[src/hdl/scpid_pkg.sv]
// Shared constants, field layout and saturation helper for the swerve cascaded PID block.
package scpid_pkg;

  // Field widths
  localparam int UNIT_W     = 2;
  localparam int STICK_W    = 8;
  localparam int DT_W       = 16;
  localparam int ANGLE_W    = 9;
  localparam int RPM_W      = 16;
  localparam int VAL_W      = 16;
  localparam int GAIN_W     = 32;
  localparam int LIM_W      = 15;
  localparam int CFG_IDX_W  = 3;
  localparam int CFG_DATA_W = 32;

  // Input tdata layout, lowest field first
  localparam int IN_FWD_LSB  = 0;
  localparam int IN_TURN_LSB = IN_FWD_LSB + STICK_W;
  localparam int IN_DT_LSB   = IN_TURN_LSB + STICK_W;
  localparam int IN_MOD_LSB  = IN_DT_LSB + DT_W;
  localparam int IN_REF_LSB  = IN_MOD_LSB + ANGLE_W;
  localparam int IN_RPMA_LSB = IN_REF_LSB + ANGLE_W;
  localparam int IN_RPMB_LSB = IN_RPMA_LSB + RPM_W;
  localparam int IN_BITS     = IN_RPMB_LSB + RPM_W;
  localparam int IN_DATA_W   = ((IN_BITS + 7) / 8) * 8;
  localparam int OUT_DATA_W  = 3 * VAL_W;

  localparam int UNITS_DEF = 4;
  localparam int UNIT_MAX  = (1 << UNIT_W) - 1;

  // Register indexes
  localparam logic [CFG_IDX_W-1:0] REG_SPEED_KP = 3'd0;
  localparam logic [CFG_IDX_W-1:0] REG_SPEED_KI = 3'd1;
  localparam logic [CFG_IDX_W-1:0] REG_SPEED_KD = 3'd2;
  localparam logic [CFG_IDX_W-1:0] REG_ANGLE_KP = 3'd3;
  localparam logic [CFG_IDX_W-1:0] REG_ANGLE_KI = 3'd4;
  localparam logic [CFG_IDX_W-1:0] REG_ANGLE_KD = 3'd5;
  localparam logic [CFG_IDX_W-1:0] REG_CUR_LIM  = 3'd6;
  localparam logic [CFG_IDX_W-1:0] REG_CORR_LIM = 3'd7;

  // Register reset values
  localparam logic [GAIN_W-1:0] SPEED_KP_RST = 32'd218103808;
  localparam logic [GAIN_W-1:0] SPEED_KI_RST = 32'd503316;
  localparam logic [GAIN_W-1:0] SPEED_KD_RST = 32'd838861;
  localparam logic [GAIN_W-1:0] ANGLE_KP_RST = 32'd33554432;
  localparam logic [GAIN_W-1:0] ANGLE_KI_RST = 32'd5033;
  localparam logic [GAIN_W-1:0] ANGLE_KD_RST = 32'd0;
  localparam logic [LIM_W-1:0]  CUR_LIM_RST  = 15'd3000;
  localparam logic [LIM_W-1:0]  CORR_LIM_RST = 15'd60;

  // Stick mapping: (v + 127) * 300 / 127 - 300 and (v + 127) * 100 / 127 - 100
  localparam int DEADBAND       = 12;
  localparam int MAP_BIAS       = 127;
  localparam int MAP_DIV        = 127;
  localparam int MAP_FWD_SCALE  = 300;
  localparam int MAP_TURN_SCALE = 100;
  localparam int MAP_FWD_OFS    = 300;
  localparam int MAP_TURN_OFS   = 100;
  localparam int MAP_RECIP_SH   = 16;
  localparam int MAP_RECIP      = (1 << MAP_RECIP_SH) / MAP_DIV;
  localparam int MAP_X_W        = 17;
  localparam int MAP_Q_W        = 10;
  localparam int MAP_VAL_W      = 10;

  // Shared multiplier and PID arithmetic
  localparam int MUL_A_W   = GAIN_W + 1;
  localparam int MUL_B_W   = VAL_W + 1;
  localparam int PROD_W    = MUL_A_W + MUL_B_W;
  localparam int FRAC_BITS = 24;
  localparam int PIDQ_W    = PROD_W - FRAC_BITS;
  localparam int SAT_W     = 34;
  localparam int DIV_STEPS = DT_W;

  // Loop selector codes
  localparam logic [1:0] PID_ANGLE = 2'd0;
  localparam logic [1:0] PID_MOT_A = 2'd1;
  localparam logic [1:0] PID_MOT_B = 2'd2;

  typedef logic signed [VAL_W-1:0] s16_t;

  function automatic s16_t sat16(input logic signed [SAT_W-1:0] v);
    s16_t r;
    if (v > 34'sd32767) begin
      r = 16'sh7fff;
    end else if (v < -34'sd32768) begin
      r = 16'sh8000;
    end else begin
      r = v[VAL_W-1:0];
    end
    return r;
  endfunction

endpackage

[src/hdl/swerve_module_cascaded_pid.sv]
// Cascaded angle and speed PID controller for one swerve wheel module per beat.
//
// Each input beat (one wheel module, one control tick) yields one output beat with
// the two clamped drive currents and the clamped angle correction. The block works
// on one beat at a time through a single shared 33x17 multiplier and a 16-step
// restoring divider: the stick mapping, then the angle PID update and the two speed
// PID updates, each using the divider for the derivative unless dt_ms is zero. A new
// beat is taken only once the previous result has moved to the output register.
// A finished result waits in the output register while the next beat is processed;
// it must be taken before the following result can leave. PID state is held per
// module in flip-flops and cleared by reset. Configuration writes are always ready.
module swerve_module_cascaded_pid #(
  parameter int UNITS = scpid_pkg::UNITS_DEF
) (
  input  logic                              clk,
  input  logic                              rst_n,
  input  logic                              in_tvalid,
  output logic                              in_tready,
  // stick_fwd, stick_turn, dt_ms, module_angle, reference_angle, rpm_a, rpm_b, zero pad
  input  logic [scpid_pkg::IN_DATA_W-1:0]   in_tdata,
  // unit
  input  logic [scpid_pkg::UNIT_W-1:0]      in_tuser,
  output logic                              out_tvalid,
  input  logic                              out_tready,
  // current_a, current_b, angle_correction
  output logic [scpid_pkg::OUT_DATA_W-1:0]  out_tdata,
  // unit_out
  output logic [scpid_pkg::UNIT_W-1:0]      out_tuser,
  input  logic                              cfg_valid,
  output logic                              cfg_ready,
  input  logic [scpid_pkg::CFG_IDX_W-1:0]   cfg_index,
  input  logic [scpid_pkg::CFG_DATA_W-1:0]  cfg_data
);
  import scpid_pkg::*;

  localparam int AIW   = (UNITS > 1) ? $clog2(UNITS) : 1;
  localparam int SIW   = $clog2(2 * UNITS);
  localparam int CNT_W = $clog2(DIV_STEPS);
  localparam logic [4:0] UNITS_V = 5'(UNITS);

  localparam logic [3:0] S_IDLE = 4'd0;
  localparam logic [3:0] S_MAP0 = 4'd1;
  localparam logic [3:0] S_MAP1 = 4'd2;
  localparam logic [3:0] S_MAP2 = 4'd3;
  localparam logic [3:0] S_MAP3 = 4'd4;
  localparam logic [3:0] S_INT  = 4'd5;
  localparam logic [3:0] S_ACC  = 4'd6;
  localparam logic [3:0] S_DIV  = 4'd7;
  localparam logic [3:0] S_M0   = 4'd8;
  localparam logic [3:0] S_M1   = 4'd9;
  localparam logic [3:0] S_M2   = 4'd10;
  localparam logic [3:0] S_M3   = 4'd11;
  localparam logic [3:0] S_FIN  = 4'd12;
  localparam logic [3:0] S_TGT  = 4'd13;
  localparam logic [3:0] S_OUT  = 4'd14;

  localparam logic signed [STICK_W-1:0] DB_POS = 8'(DEADBAND);
  localparam logic signed [STICK_W-1:0] DB_NEG = -8'(DEADBAND);

  // Control state
  logic [3:0]       state_r, state_nxt;
  logic [CNT_W-1:0] cnt_r;
  logic             map_turn_r;
  logic [1:0]       pid_sel_r;
  logic             out_valid_r;

  // Configuration
  logic [GAIN_W-1:0] speed_kp_r, speed_ki_r, speed_kd_r;
  logic [GAIN_W-1:0] angle_kp_r, angle_ki_r, angle_kd_r;
  logic [LIM_W-1:0]  cur_lim_r, corr_lim_r;

  // Captured beat and intermediate values
  logic [AIW-1:0]               uidx_r;
  logic [UNIT_W-1:0]            unit_r;
  logic signed [STICK_W-1:0]    stick_fwd_r, stick_turn_r;
  logic [DT_W-1:0]              dt_r;
  logic signed [RPM_W-1:0]      rpm_a_r, rpm_b_r;
  s16_t                         err_r, err_b_r, integ_r;
  s16_t                         corr_r, cur_a_r, cur_b_r;
  logic signed [MAP_VAL_W-1:0]  fwd_r, turn_r;
  logic [MAP_X_W-1:0]           x_r;
  logic [MAP_Q_W-1:0]           q0_r;
  logic signed [PROD_W-1:0]     prod_r, acc_r;
  logic [DT_W-1:0]              quo_r, rem_r, quo_nxt, rem_nxt;
  logic                         dneg_r;

  // Output register
  s16_t              out_cur_a_r, out_cur_b_r, out_corr_r;
  logic [UNIT_W-1:0] out_unit_r;

  // Per-module PID state
  s16_t ang_int_r  [UNITS];
  s16_t ang_prev_r [UNITS];
  s16_t spd_int_r  [2*UNITS];
  s16_t spd_prev_r [2*UNITS];

  // Combinational
  logic                         in_fire, out_load;
  logic [4:0]                   unit_mod;
  logic signed [ANGLE_W:0]      ang_err;
  logic [SIW-1:0]               sidx;
  s16_t                         int_rd, prev_rd, integ_nxt, deriv;
  logic signed [STICK_W-1:0]    stick_sel, stick_db;
  logic signed [STICK_W:0]      map_n, map_abs;
  logic [15:0]                  map_scale, map_ofs;
  logic [MAP_X_W-1:0]           map_r;
  logic [MAP_Q_W-1:0]           map_q;
  logic signed [MAP_VAL_W:0]    map_val;
  logic signed [MUL_A_W-1:0]    mul_a;
  logic signed [MUL_B_W-1:0]    mul_b;
  logic signed [PROD_W-1:0]     mul_p;
  logic signed [VAL_W:0]        dnum, dmag;
  logic [DT_W:0]                trial;
  logic                         ge;
  logic [GAIN_W-1:0]            kp_sel, ki_sel, kd_sel;
  logic [LIM_W-1:0]             lim_sel;
  logic signed [PIDQ_W-1:0]     pid_q, lim_q, nlim_q;
  s16_t                         pid_out, tgt_a, tgt_b, err_a_nxt, err_b_nxt;

  assign in_tready  = (state_r == S_IDLE);
  assign in_fire    = in_tvalid && in_tready;
  assign out_load   = (state_r == S_OUT) && (!out_valid_r || out_tready);
  assign cfg_ready  = 1'b1;
  assign out_tvalid = out_valid_r;
  assign out_tdata  = {out_corr_r, out_cur_b_r, out_cur_a_r};
  assign out_tuser  = out_unit_r;

  // Fold the unit number into range by repeated subtraction
  always_comb begin
    unit_mod = 5'(in_tuser);
    for (int i = 0; i < UNIT_MAX; i++) begin
      if (unit_mod >= UNITS_V) begin
        unit_mod = unit_mod - UNITS_V;
      end
    end
  end

  assign ang_err = $signed({1'b0, in_tdata[IN_REF_LSB +: ANGLE_W]})
                 - $signed({1'b0, in_tdata[IN_MOD_LSB +: ANGLE_W]});

  // State store read port
  assign sidx    = SIW'({uidx_r, pid_sel_r == PID_MOT_B});
  assign int_rd  = (pid_sel_r == PID_ANGLE) ? ang_int_r[uidx_r]  : spd_int_r[sidx];
  assign prev_rd = (pid_sel_r == PID_ANGLE) ? ang_prev_r[uidx_r] : spd_prev_r[sidx];
  assign integ_nxt = sat16(SAT_W'(int_rd) + SAT_W'(prod_r));

  // Stick deadband and mapping operands
  assign stick_sel = map_turn_r ? stick_turn_r : stick_fwd_r;
  assign stick_db  = (stick_sel <= DB_POS && stick_sel >= DB_NEG) ? '0 : stick_sel;
  assign map_n     = 9'(stick_db) + 9'sd127;
  assign map_abs   = map_n[STICK_W] ? -map_n : map_n;
  assign map_scale = map_turn_r ? 16'(MAP_TURN_SCALE) : 16'(MAP_FWD_SCALE);
  assign map_ofs   = map_turn_r ? 16'(MAP_TURN_OFS) : 16'(MAP_FWD_OFS);
  // Reciprocal estimate is exact or one short; fix with one compare
  assign map_r     = x_r - prod_r[MAP_X_W-1:0];
  assign map_q     = q0_r + MAP_Q_W'(map_r >= MAP_X_W'(MAP_DIV));
  assign map_val   = (map_n[STICK_W] ? -$signed({1'b0, map_q}) : $signed({1'b0, map_q}))
                   - $signed(11'(map_ofs));

  // Gain and limit selection
  assign kp_sel  = (pid_sel_r == PID_ANGLE) ? angle_kp_r : speed_kp_r;
  assign ki_sel  = (pid_sel_r == PID_ANGLE) ? angle_ki_r : speed_ki_r;
  assign kd_sel  = (pid_sel_r == PID_ANGLE) ? angle_kd_r : speed_kd_r;
  assign lim_sel = (pid_sel_r == PID_ANGLE) ? corr_lim_r : cur_lim_r;

  // Derivative from the divider result
  assign deriv = (dt_r == '0) ? '0
               : sat16(dneg_r ? -SAT_W'(quo_r) : SAT_W'(quo_r));

  // Shared multiplier
  always_comb begin
    unique case (state_r)
      S_MAP0: begin
        mul_a = MUL_A_W'(map_abs[STICK_W-1:0]);
        mul_b = {1'b0, map_scale};
      end
      S_MAP1: begin
        mul_a = MUL_A_W'(prod_r[MAP_X_W-1:0]);
        mul_b = MUL_B_W'(MAP_RECIP);
      end
      S_MAP2: begin
        mul_a = MUL_A_W'(prod_r[MAP_RECIP_SH +: MAP_Q_W]);
        mul_b = MUL_B_W'(MAP_DIV);
      end
      S_INT: begin
        mul_a = MUL_A_W'(err_r);
        mul_b = {1'b0, dt_r};
      end
      S_M0: begin
        mul_a = {1'b0, kp_sel};
        mul_b = MUL_B_W'(err_r);
      end
      S_M1: begin
        mul_a = {1'b0, ki_sel};
        mul_b = MUL_B_W'(integ_r);
      end
      S_M2: begin
        mul_a = {1'b0, kd_sel};
        mul_b = MUL_B_W'(deriv);
      end
      default: begin
        mul_a = '0;
        mul_b = '0;
      end
    endcase
  end

  assign mul_p = mul_a * mul_b;

  // Divider: numerator magnitude and one restoring step
  assign dnum    = MUL_B_W'(err_r) - MUL_B_W'(prev_rd);
  assign dmag    = dnum[VAL_W] ? -dnum : dnum;
  assign trial   = {rem_r, quo_r[DT_W-1]};
  assign ge      = trial >= {1'b0, dt_r};
  assign rem_nxt = ge ? DT_W'(trial - {1'b0, dt_r}) : trial[DT_W-1:0];
  assign quo_nxt = {quo_r[DT_W-2:0], ge};

  // Scale down by 2^24 toward zero, then clamp
  assign pid_q  = PIDQ_W'(acc_r >>> FRAC_BITS)
                + PIDQ_W'(acc_r[PROD_W-1] && (acc_r[FRAC_BITS-1:0] != '0));
  assign lim_q  = $signed(PIDQ_W'(lim_sel));
  assign nlim_q = -lim_q;
  always_comb begin
    priority if (pid_q > lim_q) begin
      pid_out = VAL_W'(lim_q);
    end else if (pid_q < nlim_q) begin
      pid_out = VAL_W'(nlim_q);
    end else begin
      pid_out = VAL_W'(pid_q);
    end
  end

  // Speed targets and errors
  assign tgt_a     = sat16(SAT_W'(fwd_r) - SAT_W'(turn_r) - SAT_W'(corr_r));
  assign tgt_b     = sat16(-SAT_W'(fwd_r) - SAT_W'(turn_r) - SAT_W'(corr_r));
  assign err_a_nxt = sat16(SAT_W'(tgt_a) - SAT_W'(rpm_a_r));
  assign err_b_nxt = sat16(SAT_W'(tgt_b) - SAT_W'(rpm_b_r));

  // Sequencer
  always_comb begin
    state_nxt = state_r;
    unique case (state_r)
      S_IDLE: if (in_fire) state_nxt = S_MAP0;
      S_MAP0: state_nxt = S_MAP1;
      S_MAP1: state_nxt = S_MAP2;
      S_MAP2: state_nxt = S_MAP3;
      S_MAP3: state_nxt = map_turn_r ? S_INT : S_MAP0;
      S_INT:  state_nxt = S_ACC;
      S_ACC:  state_nxt = (dt_r == '0) ? S_M0 : S_DIV;
      S_DIV:  if (cnt_r == CNT_W'(DIV_STEPS - 1)) state_nxt = S_M0;
      S_M0:   state_nxt = S_M1;
      S_M1:   state_nxt = S_M2;
      S_M2:   state_nxt = S_M3;
      S_M3:   state_nxt = S_FIN;
      S_FIN: begin
        if (pid_sel_r == PID_ANGLE) begin
          state_nxt = S_TGT;
        end else if (pid_sel_r == PID_MOT_A) begin
          state_nxt = S_INT;
        end else begin
          state_nxt = S_OUT;
        end
      end
      S_TGT:  state_nxt = S_INT;
      S_OUT:  if (out_load) state_nxt = S_IDLE;
      default: state_nxt = S_IDLE;
    endcase
  end

  always_ff @(posedge clk) begin
    if (!rst_n) begin
      state_r     <= S_IDLE;
      cnt_r       <= '0;
      map_turn_r  <= 1'b0;
      pid_sel_r   <= PID_ANGLE;
      out_valid_r <= 1'b0;
    end else begin
      state_r <= state_nxt;
      if (in_fire) map_turn_r <= 1'b0;
      else if (state_r == S_MAP3) map_turn_r <= 1'b1;
      if (state_r == S_MAP3 && map_turn_r) pid_sel_r <= PID_ANGLE;
      else if (state_r == S_TGT) pid_sel_r <= PID_MOT_A;
      else if (state_r == S_FIN && pid_sel_r == PID_MOT_A) pid_sel_r <= PID_MOT_B;
      if (state_r == S_INT) cnt_r <= '0;
      else if (state_r == S_DIV) cnt_r <= cnt_r + 1'b1;
      if (out_load) out_valid_r <= 1'b1;
      else if (out_tready) out_valid_r <= 1'b0;
    end
  end

  // Configuration registers
  always_ff @(posedge clk) begin
    if (!rst_n) begin
      speed_kp_r <= SPEED_KP_RST;
      speed_ki_r <= SPEED_KI_RST;
      speed_kd_r <= SPEED_KD_RST;
      angle_kp_r <= ANGLE_KP_RST;
      angle_ki_r <= ANGLE_KI_RST;
      angle_kd_r <= ANGLE_KD_RST;
      cur_lim_r  <= CUR_LIM_RST;
      corr_lim_r <= CORR_LIM_RST;
    end else if (cfg_valid) begin
      case (cfg_index)
        REG_SPEED_KP: speed_kp_r <= cfg_data;
        REG_SPEED_KI: speed_ki_r <= cfg_data;
        REG_SPEED_KD: speed_kd_r <= cfg_data;
        REG_ANGLE_KP: angle_kp_r <= cfg_data;
        REG_ANGLE_KI: angle_ki_r <= cfg_data;
        REG_ANGLE_KD: angle_kd_r <= cfg_data;
        REG_CUR_LIM:  cur_lim_r  <= cfg_data[LIM_W-1:0];
        REG_CORR_LIM: corr_lim_r <= cfg_data[LIM_W-1:0];
        default: ;
      endcase
    end
  end

  // PID state stores: write prev error in S_INT, integral in S_ACC
  always_ff @(posedge clk) begin
    if (!rst_n) begin
      for (int i = 0; i < UNITS; i++) begin
        ang_int_r[i]  <= '0;
        ang_prev_r[i] <= '0;
      end
      for (int i = 0; i < 2 * UNITS; i++) begin
        spd_int_r[i]  <= '0;
        spd_prev_r[i] <= '0;
      end
    end else begin
      if (state_r == S_INT) begin
        if (pid_sel_r == PID_ANGLE) ang_prev_r[uidx_r] <= err_r;
        else spd_prev_r[sidx] <= err_r;
      end
      if (state_r == S_ACC) begin
        if (pid_sel_r == PID_ANGLE) ang_int_r[uidx_r] <= integ_nxt;
        else spd_int_r[sidx] <= integ_nxt;
      end
    end
  end

  // Datapath
  always_ff @(posedge clk) begin
    prod_r <= mul_p;
    if (in_fire) begin
      uidx_r       <= AIW'(unit_mod);
      unit_r       <= unit_mod[UNIT_W-1:0];
      stick_fwd_r  <= in_tdata[IN_FWD_LSB +: STICK_W];
      stick_turn_r <= in_tdata[IN_TURN_LSB +: STICK_W];
      dt_r         <= in_tdata[IN_DT_LSB +: DT_W];
      rpm_a_r      <= in_tdata[IN_RPMA_LSB +: RPM_W];
      rpm_b_r      <= in_tdata[IN_RPMB_LSB +: RPM_W];
      err_r        <= VAL_W'(ang_err);
    end
    unique case (state_r)
      S_MAP1: x_r  <= prod_r[MAP_X_W-1:0];
      S_MAP2: q0_r <= prod_r[MAP_RECIP_SH +: MAP_Q_W];
      S_MAP3: begin
        if (map_turn_r) turn_r <= map_val[MAP_VAL_W-1:0];
        else fwd_r <= map_val[MAP_VAL_W-1:0];
      end
      S_INT: begin
        quo_r  <= dmag[DT_W-1:0];
        rem_r  <= '0;
        dneg_r <= dnum[VAL_W];
      end
      S_ACC: integ_r <= integ_nxt;
      S_DIV: begin
        quo_r <= quo_nxt;
        rem_r <= rem_nxt;
      end
      S_M1: acc_r <= prod_r;
      S_M2: acc_r <= acc_r + prod_r;
      S_M3: acc_r <= acc_r + prod_r;
      S_FIN: begin
        if (pid_sel_r == PID_ANGLE) begin
          corr_r <= pid_out;
        end else if (pid_sel_r == PID_MOT_A) begin
          cur_a_r <= pid_out;
          err_r   <= err_b_r;
        end else begin
          cur_b_r <= pid_out;
        end
      end
      S_TGT: begin
        err_r   <= err_a_nxt;
        err_b_r <= err_b_nxt;
      end
      default: ;
    endcase
    if (out_load) begin
      out_cur_a_r <= cur_a_r;
      out_cur_b_r <= cur_b_r;
      out_corr_r  <= corr_r;
      out_unit_r  <= unit_r;
    end
  end

`ifndef SYNTHESIS
  a_accept_starts_map: assert property (@(posedge clk) disable iff (!rst_n)
    in_fire |=> state_r == S_MAP0)
    else $error("accepted beat did not start the stick mapping");

  a_div_needs_dt: assert property (@(posedge clk) disable iff (!rst_n)
    state_r == S_DIV |-> dt_r != '0)
    else $error("divider running with zero dt");

  a_corr_in_limit: assert property (@(posedge clk) disable iff (!rst_n)
    (state_r == S_FIN && pid_sel_r == PID_ANGLE) |=>
      (corr_r <= $signed({1'b0, corr_lim_r}) && corr_r >= -$signed({1'b0, corr_lim_r})))
    else $error("angle correction beyond its limit");

  a_cur_in_limit: assert property (@(posedge clk) disable iff (!rst_n)
    out_load |=>
      (out_cur_a_r <= $signed({1'b0, cur_lim_r}) && out_cur_a_r >= -$signed({1'b0, cur_lim_r})
       && out_cur_b_r <= $signed({1'b0, cur_lim_r})
       && out_cur_b_r >= -$signed({1'b0, cur_lim_r})))
    else $error("drive current beyond its limit");
`endif

endmodule

[config.mk]
export PLATFORM = sky130hd
export DESIGN_NAME = swerve_module_cascaded_pid
export DESIGN_NICKNAME = d
export VERILOG_FILES = /design/src/hdl/scpid_pkg.sv /design/src/hdl/swerve_module_cascaded_pid.sv
export SDC_FILE = /design/constraint.sdc
export NUM_CORES = 2
export LEC_CHECK = 0
export BUFFER_PORTS_ARGS = -buffer_cell sky130_fd_sc_hd__buf_2
export CORE_MARGIN = 3
export CORE_UTILIZATION = 35
export CTS_BUF_LIST = sky130_fd_sc_hd__clkbuf_2
export DETAILED_ROUTE_END_ITERATION = 6
export GPL_TIMING_DRIVEN = 1
export HOLD_SLACK_MARGIN = 0.06
export PLACE_DENSITY = 0.54
export SLEW_MARGIN = 25
export SYNTH_ARGS = -nofsm -noshare
export SYNTH_HDL_FRONTEND = slang
export SYNTH_SLANG_ARGS = --single-unit
[constraint.sdc]
create_clock -name clk -period 12.5 [get_ports clk]
set_input_delay 0.625 -clock clk [delete_from_list [all_inputs] [get_ports clk]]
set_output_delay 0.625 -clock clk [all_outputs]
set_load 0.005 [all_outputs]
# After elaboration in Yosys (flattened, before gate mapping)
# Memories as Yosys holds them, arrays and structs flattened. A register that Yosys moved wholly into a read port is not among the register bits.
# Cells that the tools add are included.
# word_totals
regBits	626
memories	4
word_cells	234
mem_bits_rw	384
output_inout_bits	53
inputBits	130
# memory_table
memory	words	word_bits	read_ports	rd_ports_with_merged_regs	write_ports	line_no	text
spd_int_r	8	16	1	0	8	swerve_module_cascaded_pid.sv:94	s16_t spd_int_r [2*UNITS];
spd_prev_r	8	16	1	0	8	swerve_module_cascaded_pid.sv:95	s16_t spd_prev_r [2*UNITS];
ang_int_r	4	16	1	1	4	swerve_module_cascaded_pid.sv:92	s16_t ang_int_r [UNITS];
ang_prev_r	4	16	1	1	4	swerve_module_cascaded_pid.sv:93	s16_t ang_prev_r [UNITS];
# classes
add_sub_neg	23
muxes	78
reduce_logical	40
multipliers	1
n_eq_ne	27
bitwise_logic	4
magnitude_cmp	18
# op_table
operator	count
16-bit 2-to-1 mux	25
33-bit one-hot mux with 7 select lines	1
17-bit one-hot mux with 7 select lines	1
34-bit by 16-bit > comparator with 1-bit output (second input constant)	3
34-bit by 16-bit < comparator with 1-bit output (second input constant)	3
50-bit one-hot mux with 2 select lines	1
32-bit 2-to-1 mux	3
16-bit one-hot mux with 2 select lines	3
16-bit OR reduction	4
4-bit one-hot mux with 15 select lines	1
17-bit by 16-bit > comparator with 1-bit output (second input constant)	3
17-bit by 16-bit < comparator with 1-bit output (second input constant)	3
16-bit by 16-bit subtractor with 17-bit output	3
50-bit adder	1
33-bit by 17-bit multiplier with 50-bit output	1
16-bit by 34-bit adder with 34-bit output	1
34-bit 2-to-1 mux	1
10-bit negator with 34-bit output	1
16-bit negator with 34-bit output	1
34-bit by 10-bit subtractor with 34-bit output	1
34-bit by 16-bit subtractor with 34-bit output	1
4-bit equality test (second input constant)	8
26-bit by 1-bit adder with 26-bit output	1
26-bit by 16-bit > comparator with 1-bit output	1
50 further kinds	119

# Longest topological paths before layout
# logic_depth
depth_word	10
mapped_depth	39
depth_no_buf	36

# Worst setup path before layout
# Ideal clock, no wire load.
# synth_timing
path_kind	register to register
startpoint	register map_turn_r
endpoint	register prod_r[49]
period_less_slack_ns	9.438
setup_ns	0.118
stages_incl_launch_ff	35
arrival_time_ns	9.320
setup_slack_ns	3.062
n_path_buf	2
required_time_ns	12.382
cell_sequence	dfxtp_1 buf_2 mux2i_1 or2_2 nor4b_1 a21oi_1 nand2_1 ha_1 clkbuf_1 nand2_1 o21ai_0 a31oi_1 nor4_1 nor2_1 fa_1 inv_1 fa_1 fa_1 fa_1 inv_1 fa_1 inv_1 fa_1 inv_1 ha_1 a21oi_1 o21ai_0 o31a_1 a2111o_1 nor2_2 o221ai_1 o41a_1 a21o_1 o41a_1 xnor2_1
# synth_via
elab_chain_cells	9
elab_cells_between_ends	12
classes_between	add/sub: 2; mul: 1; order compare: 2; mux: 6; reduce/logical: 1
# synth_lines
element	line_no	text
start: declaration	swerve_module_cascaded_pid.sv:63	logic map_turn_r;
start signal: assignment	swerve_module_cascaded_pid.sv:274	map_turn_r <= 1'b0;
start signal: assignment	swerve_module_cascaded_pid.sv:279	if (in_fire) map_turn_r <= 1'b0;
start signal: assignment	swerve_module_cascaded_pid.sv:280	else if (state_r == S_MAP3) map_turn_r <= 1'b1;
8-bit 2-to-1 mux	swerve_module_cascaded_pid.sv:148	assign stick_sel = map_turn_r ? stick_turn_r : stick_fwd_r;
8-bit by 5-bit <= comparator with 1-bit output or 8-bit by 5-bit >= comparator with 1-bit output (tied branches)	swerve_module_cascaded_pid.sv:149	assign stick_db = (stick_sel <= DB_POS && stick_sel >= DB_NEG) ? '0 : stick_sel;
1-bit logical AND	swerve_module_cascaded_pid.sv:149	
8-bit 2-to-1 mux	swerve_module_cascaded_pid.sv:149	
8-bit by 8-bit adder with 9-bit output	swerve_module_cascaded_pid.sv:150	assign map_n = 9'(stick_db) + 9'sd127;
8-bit negator	swerve_module_cascaded_pid.sv:151	assign map_abs = map_n[STICK_W] ? -map_n : map_n;
8-bit 2-to-1 mux	swerve_module_cascaded_pid.sv:151	
33-bit one-hot mux with 7 select lines	swerve_module_cascaded_pid.sv:172	unique case (state_r)
33-bit by 17-bit multiplier with 50-bit output (*)	swerve_module_cascaded_pid.sv:208	assign mul_p = mul_a * mul_b;
via mul_p[49]	swerve_module_cascaded_pid.sv:111	logic signed [PROD_W-1:0] mul_p;
end signal: assignment	swerve_module_cascaded_pid.sv:342	prod_r <= mul_p;
end: declaration	swerve_module_cascaded_pid.sv:83	logic signed [PROD_W-1:0] prod_r, acc_r;
# The timed path passes the listed nets; every way through them passes the cells marked *.
# A chain may end at the register's enable or synchronous reset.

# Worst setup path after layout
# Same ends and word-level chain as after synthesis.

==> results.cfg <==
[clock_network]
clock-sinks = 1012
post_cts_resize_count = 0
cts_made_buffers = 295
clk-insertion-delay-late_ps = 1770
clock-root-buffer = sky130_fd_sc_hd__clkbuf_2
clock_slew_at_reported_path_ffs_ps = 100
tritoncts = built
post_cts_setup_buffer_count = 0
clockBufferDepth = 4
htree_levels = 5
cts_hold_buffers = 335

[setup_path]
critical_path.max_stage_delay_ps = 810
crit_path_start_kind = register
cp_max_fo = 18
critPathLaunch = map_turn_r$_SDFFE_PP0P_
critPathCaptureType = register
timing.critical_path.required_ps = 13960
crit_type = register to register
timing.critical_path.mode_cell = sky130_fd_sc_hd__fa_1
slowest_stage = sky130_fd_sc_hd__a211oi_1
r2r_start = map_turn_r$_SDFFE_PP0P_
timing.critical_path.arrival_ps = 13030

[detailed_routing]
final_antenna_net_count = 0
remaining_drc_errors = 1
vias_cell = 5.35
routedWlPerCell_um = 21.8
drt_wl_total_um = 248000
route.vias.total = 60800
detailed_route_iter0_violations = 5621
drt_pre_antenna_iters = 7

[logic_synthesis]
post_synth_main_area_contributors = sky130_fd_sc_hd__edfxtp_1 29%, sky130_fd_sc_hd__fa_1 15%, sky130_fd_sc_hd__dfxtp_1 8.1%, sky130_fd_sc_hd__ha_1 6.7%, sky130_fd_sc_hd__nand2_1 5.5%
synth_async_sr_flop_share_pct = 0
synth-seq-cells = 1012
yosysUniqueCellTypes = 102
postSynth.topFlopCell = sky130_fd_sc_hd__edfxtp_1
syn_nets = 8900
area_share_of_the_largest_cell_type_after_synthesis_pct = 28.5
synthesis.area_mm2 = 0.0747
seq_area_frac_synth_pct = 36.6
synthDominantAreaCellType = sky130_fd_sc_hd__edfxtp_1
synth_edf_count = 710
syn-mean-instance-area_um2 = 9.58
postSynthCellCount = 7796
synth.yosys.warnings = 0

[hold_path]
min_path_type = primary input to register
worstHoldStart = in_tdata[3]

[status]
violations = DRC
result_of_the_run = finished with violations

[place]
gpl.final_weighted_congestion = 0.935
dp_cells = 10500
buffer_ports.inserted = 175
preCtsSetupSlack_ps = 1140
dp_hpwl_um = 180000

[timing]
final_period_demand_of_the_worst_path_ps = 11570
setup_tns_ps = 0
finalHoldViolCount = 0
number_of_max_slew_violations_in_the_final_report = 0
final_critical_path_setup_slack_ps = 931
highest_clock_rate_ghz = 0.0864
max_slew.worst_pin.slew_ps = 1160
grt_setup_unrepaired = false
maxSlewHeadroom_pct = 22.5
clock_skew_ps = 203
timing.final.crit_share_pct = 92.6
finalSetupViolCount = 0

[floorplanning]
floorplan.initialDensity_pct = 35.4
die-area_mm2 = 0.219
ioPinCount = 183
die_width_um = 468
design.core.area_mm2 = 0.211
floorplan.rows = 168
die_y_um = 468

[power_and_ir_drop]
static-leakage-power_nw = 35.9
peakVddDrop_uv = 111
power-per-cell-area_mw_per_mm2 = 109

[finish]
post_route_cells_drive_above_1_share_pct = 11.6
most_frequent_standard_cell_in_the_layout_excluding_fill_and_tap_cells = sky130_fd_sc_hd__nand2_1
top_library_cells_by_usage_in_the_layout_fill_and_taps_aside = 1096 x sky130_fd_sc_hd__nand2_1, 822 x sky130_fd_sc_hd__inv_1, 710 x sky130_fd_sc_hd__edfxtp_1, 661 x sky130_fd_sc_hd__nor2_1, 577 x sky130_fd_sc_hd__fa_1
num-nets-final = 9459
instances_no_fill = 11400
fillerInstances = 20900
area_delta_synth_final_pct = 13.5

[grt]
via_count_of_the_first_global_routing_pass = 61200
pin_count_of_the_biggest_net_entering_global_routing = 102
track_usage_pct = 22.3
overflow = 0
antenna_violations_before_repair = 9
wire_length_of_the_first_global_routing_pass_um = 374000

[flow_run]
number_of_violations_of_the_max_capacitance_limit = 0
per-stage QoR:
step                      hold slack, ps  power (mW)  area, um^2  utilization [%]
after floorplan                      400        5.79       74700                -
after global placement               403        6.71       78900             37.4
after CTS                           78.3        9.29       84700             40.2
final                                323        9.25       84800             40.2
after global routing                 127        9.77       84800             40.2
after detailed placement             405        6.74       78900             37.4
final cells by class:
| type | instances | area [um^2] | area share (%) |
|---|---|---|---|
| diodes | 8 | 20.0 | 0.0236 |
| flip-flops and latches | 1012 | 27400 | 32.3 |
| clock buffers | 433 | 2170 | 2.56 |
| clock inverters | 58 | 287 | 0.338 |
| well taps | 2805 | 3510 | 4.14 |
| multi-input cells | 5541 | 42800 | 50.5 |
| repair buffers | 677 | 5500 | 6.49 |
| inverters | 828 | 3110 | 3.67 |
kinds of logic (layout without fill, tap and decap cells):
family,after synthesis,count (layout),synth area share (%)
compound gates,1543,1543,13.5
xor+xnor,298,298,3.50
fa+ha+maj,974,974,22.1
buf+inv,1243,1996,6.39
flops,1012,1012,36.6
mux,124,124,2.26
other cells,1,9,0.00502
simple gates,2601,2601,15.6
cell usage after synthesis, drive strengths merged, types with 63 or more instances:
cell type	count
a211oi	120
a21o	108
a21oi	536
and2	156
buf	81
clkbuf	334
dfxtp	302
edfxtp	710
fa	577
ha	397
inv	825
mux2i	80
nand2	1101
nand2b	63
nand3	149
nor2	685
nor3	134
o21ai	268
o22ai	66
xnor2	177
xor2	121
layer usage:
metal	global-route usage [%]	routed length, um	vias up
li1	-	-	28000
met1	30.2	108000	30200
met2	35.9	113000	2285
met3	4.43	19200	402
met4	7.17	7580	4
met5	0	22	-
where the power goes:
part / internal (mW) / switching, mW
clock: 0.954 / 1.48
sequential: 3.78 / 0.180
combinational: 1.01 / 1.85
sequential cells by signal, indices dropped and copies added (netlist names), 17 cells and up, named ones only:
register    flops
angle_kd_r     32
speed_kd_r     32
speed_kp_r     32
angle_kp_r     32
acc_r          50
spd_prev_r    128
prod_r         50
x_r            17
speed_ki_r     32
ang_prev_r     64
ang_int_r      64
spd_int_r     128
angle_ki_r     32
final timing paths:
| check | to | slack [ps] | cells after the start |
|---|---|---|---|
| min reg2reg | out_cur_a_r[4]$_DFFE_PP_ | 360 | 0 |
| min | stick_fwd_r[3]$_DFFE_PP_ | 320 | 3 |
| max | prod_r[49]$_DFF_P_ | 930 | 34 |
| max reg2reg | prod_r[49]$_DFF_P_ | 930 | 34 |
worst max-delay path, delay by kind of cell (launching register included):
family | cells | cell delay (ps)
adders and majority gates | 8 | 3750
DFF | 1 | 770
and+or+nand+nor | 9 | 2400
AOI/OAI and AO/OA | 11 | 3690
xor gates and xnor gates | 1 | 130
buffers and inverters | 5 | 570
Power figures use the tool's default switching activity.
